==> config.mk <==
export PLATFORM = sky130hd
export DESIGN_NAME = corner_cutting_path_smoother
export DESIGN_NICKNAME = d
export VERILOG_FILES = /design/src/rtl/ccps_pkg.sv /design/src/rtl/ccps_blend.sv /design/src/rtl/corner_cutting_path_smoother.sv
export SDC_FILE = /design/constraint.sdc
export NUM_CORES = 2
export LEC_CHECK = 0
export BUFFER_PORTS_ARGS = -buffer_cell sky130_fd_sc_hd__buf_2
export CELL_PAD_IN_SITES_DETAIL_PLACEMENT = 0
export CELL_PAD_IN_SITES_GLOBAL_PLACEMENT = 1
export CORE_ASPECT_RATIO = 0.7
export CORE_MARGIN = 4
export CORE_UTILIZATION = 40
export DETAILED_ROUTE_END_ITERATION = 16
export PLACE_DENSITY = 0.71
export SYNTH_ARGS = -nofsm -noshare
export SYNTH_HDL_FRONTEND = slang
export SYNTH_SLANG_ARGS = --single-unit
==> constraint.sdc <==
create_clock -name i_clk -period 12.5 [get_ports i_clk]
set_input_delay 2.5 -clock i_clk [delete_from_list [all_inputs] [get_ports i_clk]]
set_output_delay 2.5 -clock i_clk [all_outputs]
set_load 0.02 [all_outputs]
==> src/rtl/ccps_pkg.sv <==
// Package for the corner cutting path smoother.
// Holds the transaction structs, widths, register indexes and reset values.
// No dependencies.
package ccps_pkg;

    localparam int MAX_LEVELS = 6;
    localparam int LVL_W      = 3;     // holds 0..MAX_LEVELS
    localparam int COORD_W    = 24;
    localparam int RATIO_W    = 16;
    localparam int CNT_W      = 3;
    localparam int CFG_IDX_W  = 1;
    localparam int CFG_DATA_W = 16;

    // Register indexes
    localparam logic [CFG_IDX_W-1:0] CFG_CUT_RATIO   = 1'b0;
    localparam logic [CFG_IDX_W-1:0] CFG_LEVEL_COUNT = 1'b1;

    // Register reset values
    localparam logic [RATIO_W-1:0] CUT_RATIO_RST   = 16'd16384;
    localparam logic [CNT_W-1:0]   LEVEL_COUNT_RST = 3'd3;

    // Blend steps of one corner cut, issued in this order
    localparam logic [1:0] OP_QX = 2'd0;
    localparam logic [1:0] OP_QY = 2'd1;
    localparam logic [1:0] OP_RX = 2'd2;
    localparam logic [1:0] OP_RY = 2'd3;

    typedef logic signed [COORD_W-1:0] t_coord;

    typedef struct packed {
        t_coord point_x;
        t_coord point_y;
        logic   path_start;
    } t_point_in;

    typedef struct packed {
        t_coord out_x;
        t_coord out_y;
        logic   run_last;
    } t_point_out;

endpackage

==> src/rtl/ccps_blend.sv <==
// Shared blend unit: ((65536-a)*u + a*v) / 65536, rounded half up, saturated.
// Three-stage pipeline with one 17x25 multiplier: difference, scale by ratio, round and saturate.
// Depends on ccps_pkg.
module ccps_blend (
    input  logic                    i_clk,
    input  logic                    i_rst_n,
    input  logic                    i_start,
    input  ccps_pkg::t_coord        i_u,
    input  ccps_pkg::t_coord        i_v,
    input  logic [ccps_pkg::RATIO_W-1:0] i_ratio,
    output logic                    o_done,
    output ccps_pkg::t_coord        o_res
);
    import ccps_pkg::*;

    localparam int DIFF_W = COORD_W + 1;
    localparam int PROD_W = DIFF_W + RATIO_W + 1;
    localparam int SUM_W  = PROD_W + 1;
    localparam int Q_W    = SUM_W - RATIO_W;

    logic                     r_v1;
    logic                     r_v2;
    logic                     r_done;
    logic signed [DIFF_W-1:0] r_diff;
    t_coord                   r_u1;
    t_coord                   r_u2;
    logic signed [PROD_W-1:0] r_prod;
    t_coord                   r_res;

    logic signed [SUM_W-1:0]  sum;
    logic signed [Q_W-1:0]    quo;
    t_coord                   sat;

    // Round half up and saturate
    always_comb begin
        sum = (SUM_W'(r_u2) <<< RATIO_W) + SUM_W'(r_prod)
              + SUM_W'(signed'({1'b0, 16'h8000}));
        quo = sum[SUM_W-1:RATIO_W];
        if (quo > Q_W'(signed'(24'sh7FFFFF))) begin
            sat = 24'sh7FFFFF;
        end else if (quo < Q_W'(signed'(24'sh800000))) begin
            sat = 24'sh800000;
        end else begin
            sat = quo[COORD_W-1:0];
        end
    end

    always_ff @(posedge i_clk) begin
        if (!i_rst_n) begin
            r_v1   <= 1'b0;
            r_v2   <= 1'b0;
            r_done <= 1'b0;
        end else begin
            r_v1   <= i_start;
            r_v2   <= r_v1;
            r_done <= r_v2;
        end
        // stage 1: difference
        if (i_start) begin
            r_diff <= DIFF_W'(i_v) - DIFF_W'(i_u);
            r_u1   <= i_u;
        end
        // stage 2: scale by ratio
        if (r_v1) begin
            r_prod <= PROD_W'(signed'({1'b0, i_ratio})) * PROD_W'(r_diff);
            r_u2   <= r_u1;
        end
        // stage 3: round and saturate
        if (r_v2) begin
            r_res <= sat;
        end
    end

    assign o_done = r_done;
    assign o_res  = r_res;

endmodule

==> src/rtl/corner_cutting_path_smoother.sv <==
// Corner cutting (Chaikin) path smoother, streaming, depth first over levels.
// Each corner cut is one level step plus four blends, issued one at a time through
// the shared three-stage multiplier unit; the results then leave one by one.
// Throughput: one point at a time; ready only while idle, so a point at six levels
// (63 cuts, 64 results) is worked through in full before the next point is taken.
// Reset (synchronous, active low) clears all level history and restores the registers.
module corner_cutting_path_smoother (
    input  logic                            i_clk,
    input  logic                            i_rst_n,
    input  logic                            i_in_valid,
    output logic                            o_in_ready,
    input  ccps_pkg::t_point_in             i_in_data,
    output logic                            o_out_valid,
    input  logic                            i_out_ready,
    output ccps_pkg::t_point_out            o_out_data,
    input  logic                            i_cfg_we,
    input  logic [ccps_pkg::CFG_IDX_W-1:0]  i_cfg_index,
    input  logic [ccps_pkg::CFG_DATA_W-1:0] i_cfg_data
);
    import ccps_pkg::*;

    typedef enum logic [2:0] {
        ST_IDLE,
        ST_FEED,
        ST_CALC,
        ST_EMIT,
        ST_POP,
        ST_FLUSH
    } t_state;

    t_state               r_state;
    logic [RATIO_W-1:0]   r_cut_ratio;
    logic [CNT_W-1:0]     r_level_count;
    logic [LVL_W-1:0]     r_levels;
    logic [LVL_W-1:0]     r_lvl;
    t_coord               r_cur_x;
    t_coord               r_cur_y;

    // per-level history and pending second point
    t_coord               r_prev_x [MAX_LEVELS];
    t_coord               r_prev_y [MAX_LEVELS];
    logic [MAX_LEVELS-1:0] r_prev_valid;
    t_coord               r_pend_x [MAX_LEVELS];
    t_coord               r_pend_y [MAX_LEVELS];
    logic [MAX_LEVELS-1:0] r_pend_valid;

    // blend sequencing: qx, qy, rx, ry in turn
    logic [1:0]           r_op;
    logic                 r_issued;
    t_coord               r_qx;
    t_coord               r_qy;
    t_coord               r_rx;

    // one-result hold so the final result can carry run_last
    logic                 r_hold_v;
    t_coord               r_hold_x;
    t_coord               r_hold_y;
    logic                 r_out_v;
    t_point_out           r_out;

    logic                 blend_start;
    t_coord               blend_u;
    t_coord               blend_v;
    logic                 blend_done;
    t_coord               blend_res;
    logic                 out_free;
    logic                 out_load;
    logic                 pop_found;
    logic [LVL_W-1:0]     pop_idx;
    t_coord               lvl_px;
    t_coord               lvl_py;

    assign lvl_px = r_prev_x[r_lvl];
    assign lvl_py = r_prev_y[r_lvl];

    // operand select for the shared blend unit
    always_comb begin
        case (r_op)
            OP_QX:   begin blend_u = lvl_px;  blend_v = r_cur_x; end
            OP_QY:   begin blend_u = lvl_py;  blend_v = r_cur_y; end
            OP_RX:   begin blend_u = r_cur_x; blend_v = lvl_px;  end
            default: begin blend_u = r_cur_y; blend_v = lvl_py;  end
        endcase
    end

    assign blend_start = (r_state == ST_CALC) && !r_issued;

    ccps_blend u_blend (
        .i_clk   (i_clk),
        .i_rst_n (i_rst_n),
        .i_start (blend_start),
        .i_u     (blend_u),
        .i_v     (blend_v),
        .i_ratio (r_cut_ratio),
        .o_done  (blend_done),
        .o_res   (blend_res)
    );

    // deepest level with a pending second point
    always_comb begin
        pop_found = 1'b0;
        pop_idx   = '0;
        for (int i = 0; i < MAX_LEVELS; i++) begin
            if (r_pend_valid[i]) begin
                pop_found = 1'b1;
                pop_idx   = LVL_W'(i);
            end
        end
    end

    assign out_free    = !r_out_v || i_out_ready;
    // output register takes a new result this cycle
    assign out_load    = ((r_state == ST_EMIT) || (r_state == ST_FLUSH)) &&
                         r_hold_v && out_free;
    assign o_in_ready  = (r_state == ST_IDLE);
    assign o_out_valid = r_out_v;
    assign o_out_data  = r_out;

    always_ff @(posedge i_clk) begin
        if (!i_rst_n) begin
            r_state       <= ST_IDLE;
            r_cut_ratio   <= CUT_RATIO_RST;
            r_level_count <= LEVEL_COUNT_RST;
            r_prev_valid  <= '0;
            r_pend_valid  <= '0;
            r_issued      <= 1'b0;
            r_op          <= OP_QX;
            r_hold_v      <= 1'b0;
            r_out_v       <= 1'b0;
            r_levels      <= '0;
            r_lvl         <= '0;
        end else begin
            if (r_out_v && i_out_ready && !out_load) begin
                r_out_v <= 1'b0;
            end

            // configuration writes
            if (i_cfg_we) begin
                unique case (i_cfg_index)
                    CFG_CUT_RATIO:   r_cut_ratio   <= i_cfg_data[RATIO_W-1:0];
                    CFG_LEVEL_COUNT: r_level_count <= i_cfg_data[CNT_W-1:0];
                    default:         ;
                endcase
            end

            unique case (r_state)
                ST_IDLE: begin
                    if (i_in_valid) begin
                        r_cur_x  <= i_in_data.point_x;
                        r_cur_y  <= i_in_data.point_y;
                        r_lvl    <= '0;
                        r_levels <= (r_level_count > CNT_W'(MAX_LEVELS)) ?
                                    LVL_W'(MAX_LEVELS) : LVL_W'(r_level_count);
                        if (i_in_data.path_start) begin
                            r_prev_valid <= '0;
                        end
                        r_state  <= ST_FEED;
                    end
                end

                ST_FEED: begin
                    if (r_lvl >= r_levels) begin
                        r_state <= ST_EMIT;
                    end else if (!r_prev_valid[r_lvl]) begin
                        r_prev_x[r_lvl]     <= r_cur_x;
                        r_prev_y[r_lvl]     <= r_cur_y;
                        r_prev_valid[r_lvl] <= 1'b1;
                        r_state             <= ST_POP;
                    end else begin
                        r_op     <= OP_QX;
                        r_issued <= 1'b0;
                        r_state  <= ST_CALC;
                    end
                end

                ST_CALC: begin
                    if (blend_start) begin
                        r_issued <= 1'b1;
                    end
                    if (blend_done) begin
                        r_issued <= 1'b0;
                        r_op     <= r_op + 2'd1;
                        case (r_op)
                            OP_QX: r_qx <= blend_res;
                            OP_QY: r_qy <= blend_res;
                            OP_RX: r_rx <= blend_res;
                            default: begin
                                // cut done: stash r, keep p, send q down
                                r_pend_x[r_lvl]     <= r_rx;
                                r_pend_y[r_lvl]     <= blend_res;
                                r_pend_valid[r_lvl] <= 1'b1;
                                r_prev_x[r_lvl]     <= r_cur_x;
                                r_prev_y[r_lvl]     <= r_cur_y;
                                r_cur_x             <= r_qx;
                                r_cur_y             <= r_qy;
                                r_lvl               <= r_lvl + LVL_W'(1);
                                r_state             <= ST_FEED;
                            end
                        endcase
                    end
                end

                ST_EMIT: begin
                    if (!r_hold_v) begin
                        r_hold_x <= r_cur_x;
                        r_hold_y <= r_cur_y;
                        r_hold_v <= 1'b1;
                        r_state  <= ST_POP;
                    end else if (out_free) begin
                        r_out.out_x    <= r_hold_x;
                        r_out.out_y    <= r_hold_y;
                        r_out.run_last <= 1'b0;
                        r_out_v        <= 1'b1;
                        r_hold_x       <= r_cur_x;
                        r_hold_y       <= r_cur_y;
                        r_state        <= ST_POP;
                    end
                end

                ST_POP: begin
                    if (pop_found) begin
                        r_cur_x               <= r_pend_x[pop_idx];
                        r_cur_y               <= r_pend_y[pop_idx];
                        r_pend_valid[pop_idx] <= 1'b0;
                        r_lvl                 <= pop_idx + LVL_W'(1);
                        r_state               <= ST_FEED;
                    end else begin
                        r_state <= ST_FLUSH;
                    end
                end

                ST_FLUSH: begin
                    if (!r_hold_v) begin
                        r_state <= ST_IDLE;
                    end else if (out_free) begin
                        r_out.out_x    <= r_hold_x;
                        r_out.out_y    <= r_hold_y;
                        r_out.run_last <= 1'b1;
                        r_out_v        <= 1'b1;
                        r_hold_v       <= 1'b0;
                        r_state        <= ST_IDLE;
                    end
                end

                default: r_state <= ST_IDLE;
            endcase
        end
    end

endmodule

; ---- Yosys cells after proc, flatten, opt, wreduce, memory -nomap -nowiden
; Memories as Yosys holds them, arrays and structs flattened. A register that Yosys moved wholly into a read port is not among the register bits.
; Index checks and enable logic that the tools add are counted.
[classes]
eq_ne = 23
n_lt_le_gt_ge = 8
multipliers = 1
mux = 97
add_sub_neg = 6
n_bitwise = 7
reduce_logical = 36
[ops]
columns = cell, count
row1 = 2-to-1 mux 24 bit, 15
row2 = case mux 24 bit (3 select lines), 4
row3 = 2-to-1 mux 49 bit, 4
row4 = case mux 49 bit (2 select lines), 1
row5 = 2-to-1 mux 3 bit, 23
row6 = adder 40 x 42 -> 43 bit, 1
row7 = adder 43 x 17 -> 43 bit (second input constant), 1
row8 = multiplier 17 x 25 -> 42 bit, 1
row9 = 2-to-1 mux 6 bit, 7
row10 = 2-to-1 mux 1 bit, 30
row11 = > comparator 27 x 24 -> 1 bit (second input constant), 1
row12 = < comparator 27 x 24 -> 1 bit (second input constant), 1
row13 = subtractor 24 x 24 -> 25 bit, 1
row14 = case mux 6 bit (2 select lines), 2
row15 = AND reduction 4 bit, 6
row16 = != test 2 bit (second input constant), 10
row17 = case mux 3 bit (6 select lines), 1
row18 = AND reduction 5 bit, 3
row19 = OR 6 bit, 2
row20 = AND reduction 6 bit, 2
row21 = case mux 3 bit (3 select lines), 1
row22 = < comparator 3 x 4 -> 1 bit (second input constant), 2
row23 = nonzero test 2 bit, 4
row24 = logical AND 1 bit, 7
row25 = other kinds (31), 48
[word_totals]
register_bits = 404
wordCells = 211
in_bits = 71
mem_count = 4
ram_bits = 576
[mem_list]
columns = memory, depth, word_bits, read_ports, rd_clocked_by_memory_dff, write_ports, line
row1 = r_pend_x, 6, 24, 1, 0, 1, corner_cutting_path_smoother.sv:43  ; t_coord r_pend_x [MAX_LEVELS];
row2 = r_pend_y, 6, 24, 1, 0, 1, corner_cutting_path_smoother.sv:44  ; t_coord r_pend_y [MAX_LEVELS];
row3 = r_prev_x, 6, 24, 1, 1, 1, corner_cutting_path_smoother.sv:40  ; t_coord r_prev_x [MAX_LEVELS];
row4 = r_prev_y, 6, 24, 1, 1, 1, corner_cutting_path_smoother.sv:41  ; t_coord r_prev_y [MAX_LEVELS];

; ---- Logic depth before layout (Yosys ltp)
[logic_depth]
ltp_word = 13
depth_mapped = 24
ltp_nobuf = 23

; ---- Modules after synthesis
; Synthesis repeated with hierarchy kept, for this count alone.
[unflattened]
hier_cells = 3892
hier_area_um2 = 52679.3
[by_module_without_submodules]
columns = module, instances, area_per_inst_um2, cells_per_inst
row1 = corner_cutting_path_smoother, 1, 32214.6, 1838
row2 = ccps_blend, 1, 20464.6, 2054

; ---- Least setup slack after synthesis
; No wires, ideal clock.
[synth_path]
path_kind = input -> register
startpoint = in i_rst_n
endpoint = reg r_out (netlist bit o_out_data[0]) (enable)
t_required_ps = 11984
arrival_time_ps = 6051
path_buffers = 0
setup_time_ps = 516
path_slack_ps = 5932
stages = 2
cell_sequence = clkinv_1 nor3_1
[synth_between]
elab_chain_cells = 1
[synth_rtl]
columns = item, line
row1 = start: declaration, corner_cutting_path_smoother.sv:9  ; input logic i_rst_n,
row2 = AND reduction 6 bit (no line), --
row3 = end: declaration, corner_cutting_path_smoother.sv:59  ; t_point_out r_out;
; Every way passes these cells.
; A chain may end at the register's enable or synchronous reset.

; ---- Final worst setup path
[layout_path]
startpoint = reg r_cut_ratio[2]
endpoint = reg u_blend.r_prod[40], data pin
[layout_between]
elab_chain_cells = 1
[layout_rtl]
columns = item, line
row1 = start: declaration, corner_cutting_path_smoother.sv:32  ; logic [RATIO_W-1:0] r_cut_ratio;
row2 = start signal: assignment, corner_cutting_path_smoother.sv:140  ; CFG_CUT_RATIO: r_cut_ratio <= i_cfg_data[RATIO_W-1:0];
row3 = multiplier 17 x 25 -> 42 bit, ccps_blend.sv:65  ; r_prod <= PROD_W'(signed'({1'b0, i_ratio})) * PROD_W'(r_diff);
row4 = end signal: assignment, ccps_blend.sv:65
row5 = end: declaration, ccps_blend.sv:27  ; logic signed [PROD_W-1:0] r_prod;
; Every way passes these cells.

==> reports/results.ini <==
[final_layout]
final_common_cell = edfxtp_1
fin_nets = 4679
multiInputGateArea_um2 = 21000
layout.cells.non_filler = 5874
fill_cells = 11626
area_growth_pct = 10.9
layout_common_cells = edfxtp_1, inv_1, fa_1
seq_area_um2 = 28600
drive_above_1_share_pct = 10.7
final_core_util_pct = 44.8

[timing]
fin_crit_sh_pct = 58.9
setup_viol = 0
relSlewSlack_pct = 16.3
rsz0062_at_grt = false
tns_ns = 0
hold_viol_final = 0
clock.fmax_ghz = 0.136
fin_ws_ns = 5.14
tightest_slew_ns = 1.25
drv_slew = 0
period_needed_ns = 7.36
fin_skew_ns = 0.0499

[routing]
antenna_left = 0
first_iter_violations = 3363
drt-total-wl_um = 139000
met3_length_um = 11500
vias_per_cell = 5.44
avgRoutedWirePerCell_um = 23.7
wl_met1_um = 65600
vias = 31947
wl_met2_um = 59800
firstDrtPassIters = 5
drc = 0
routed.top_layer = met4

[clocking]
htree_levels = 3
cts.sink_count = 968
cts_root_buf = clkbuf_16
hold_buffers = 0
cts_setup_buffers = 0
cts_buffers = 93
cts_resized = 0
clock_latency_ns = 0.70
cts_tree = yes
clkTransAtPathRegs_ns = 0.06
cts_buffer_depth = 3

[global_route]
grt_use_total_pct = 20.5
antenna_found_initial = 4
grt-ovfl-total = 0
grt_max_degree = 76
grt_pass1_wl_um = 209000
grt_pass1_vias = 31552

[yosys]
synth_edf_count = 917
async_flop_share_pct = 0
synth_cell_types = 90
syn_area_um2 = 52100
syn_inst = 3979
avgSynthCellArea_um2 = 13.1
synth_fp_nets = 4600
ys_ff_latch = 968
ys.flop_type = edfxtp_1
yosysWarnings = 0
yosysSeqAreaShare_pct = 54.8

[die]
die_w_um = 440
die_h_um = 310
ioPinCount = 122
die-area_um2 = 136000
core_area_um2 = 129000
row_count = 110
start_util_pct = 40.4

[setup_path]
r2r-start = r_cut_ratio[2]
start_kind = flop
critPathKind = flop to flop
startpoint = r_cut_ratio[2]
crit_top_cell = fa_1
path_max_fanout = 16
crit_chain = buf_4 -> nand2_1 -> fa_1 -> fa_1 -> fa_1 -> fa_1 -> inv_1 -> fa_1 -> fa_1 -> ha_1 -> a211oi_1 -> a22oi_1 -> and3_1 -> o2bb2ai_1 -> nor3_1 -> o21ai_1 -> a211oi_1 -> xnor2_1
cp_slowest_stage_delay_ns = 0.83
end_kind = flop
required_ns = 12.92
crit_slowest_cell = dfxtp_1
critPathArrivalTime_ns = 7.78

[place]
place_inst = 5699
gp_congestion = 0.837
dpl.hpwl_um = 94400
place_ws_ns = 5.25
port_buffers = 121

[power_and_ir_drop]
swShare_pct = 31.7
p_leak_nw = 21.7
switchingPower_mw = 2.94
internal_power_mw = 6.34
ir_drop_mv = 0.151
pwr-share-clk_pct = 31.0
p_seq_share_pct = 43.6
p_per_area_nw_per_um2 = 160
pwr-share-comb_pct = 25.4

[worst_hold_path]
min-delay-start = r_hold_y[17]
hp-class = flop to flop

[job]
cap_violations = 0

[status]
status = finished, final reports clean

cell type report:
cell class | count | area share [%]
sequential | 968 | 49.4
multi-input combinational | 2299 | 36.3
clock buffer | 108 | 4.16
tap | 1736 | 3.76
inverter | 524 | 3.40
timing repair buffer | 172 | 1.73
clock inverter | 65 | 1.23
antenna | 2 | 0.00866
per-stage QoR:
stage | instance area (µm²) | hold slack (ns) | power (mW)
5_1_grt | 57800 | 0.424 | 9.80
4_1_cts | 57800 | 0.416 | 9.36
2_1_floorplan | 52100 | 0.400 | 5.70
3_5_place_dp | 54700 | 0.405 | 6.47
6_report | 57800 | 0.416 | 9.28
3_3_place_gp | 54700 | 0.401 | 6.48
final timing paths:
| path | to | slack (ns) | cells after the start |
|---|---|---|---|
| setup / recovery | u_blend.r_prod[40] | 5.14 | 18 |
| hold / removal | o_out_data[18] | 0.42 | 0 |
| setup reg to reg | u_blend.r_prod[40] | 5.14 | 18 |
| hold reg to reg | o_out_data[18] | 0.42 | 0 |
flip-flops by register name, indices dropped and copies added, names as in the netlist, 6 cells and up, named ones only:
register	cells
r_hold_x	24
r_pend_valid	6
u_blend.r_u1	24
r_cur_x	24
r_pend_x	144
r_cut_ratio	16
u_blend.r_prod	27
r_qx	24
r_prev_y	144
r_pend_y	144
o_out_data	49
u_blend.o_res	24
r_qy	24
r_cur_y	24
r_rx	24
u_blend.r_u2	24
r_prev_valid	6
r_prev_x	144
u_blend.r_diff	25
r_hold_y	24
cells in the mapped netlist (all sizes together), types with 5 or more instances:
cell type	instances	area share, %
a211o	5	0.086
a211oi	18	0.28
a21boi	5	0.079
a21o	38	0.55
a21oi	197	1.9
a221o	70	1.3
a22oi	7	0.10
a31oi	11	0.16
and2	164	2.0
and3	14	0.17
buf	25	0.31
clkbuf	163	1.2
dfxtp	51	2.0
edfxtp	917	53
fa	391	15
ha	159	3.8
inv	522	3.8
mux2i	48	0.92
mux4	48	2.1
nand2	379	2.7
nand2b	11	0.14
nand3	31	0.30
nand3b	5	0.072
nand4	8	0.11
nor2	155	1.1
nor2b	15	0.18
nor3	17	0.17
nor4	49	0.59
o211ai	28	0.40
o21a	12	0.17
o21ai	161	1.7
o21bai	9	0.13
o22ai	99	1.2
o31ai	5	0.11
or3	6	0.072
xnor2	49	0.82
xor2	28	0.48
critical path: cells and delay by family (launching register included):
family / cells / cell delay [ns]
XOR/XNOR: 1 / 0.10
AO/OA/AOI/OAI: 5 / 1.44
flip-flops: 1 / 0.83
adder cells (fa/ha/maj): 7 / 3.31
AND/OR/NAND/NOR: 3 / 1.03
buffers and inverters: 2 / 0.37
routing by layer:
metal  GRT usage (%)  vias up
li1                -    14142
met1            32.3    16470
met2            29.8     1203
met3            3.92      132
met4            3.64        0
met5               0        -
cell families after synthesis:
logic type                 after synthesis  share of synthesized area, %
DFF                                    968                          54.8
and+or+nand+nor                        871                          7.87
buffers and inverters                  712                          5.28
AOI/OAI and AO/OA                      704                          8.94
adders and majority gates              550                          18.8
muxes                                   97                          3.02
xor gates and xnor gates                77                          1.31
power by group through the flow:
stage               Clock [mW]  Combinational [mW]  Sequential [mW]
floorplan                    0                1.75             3.95
global placement             0                2.37             4.11
detailed placement           0                2.36             4.11
CTS                       2.92                2.39             4.05
global route              3.06                2.67             4.06
finish                    2.87                2.36             4.05
No activity file was read; power rests on OpenSTA's default activity.
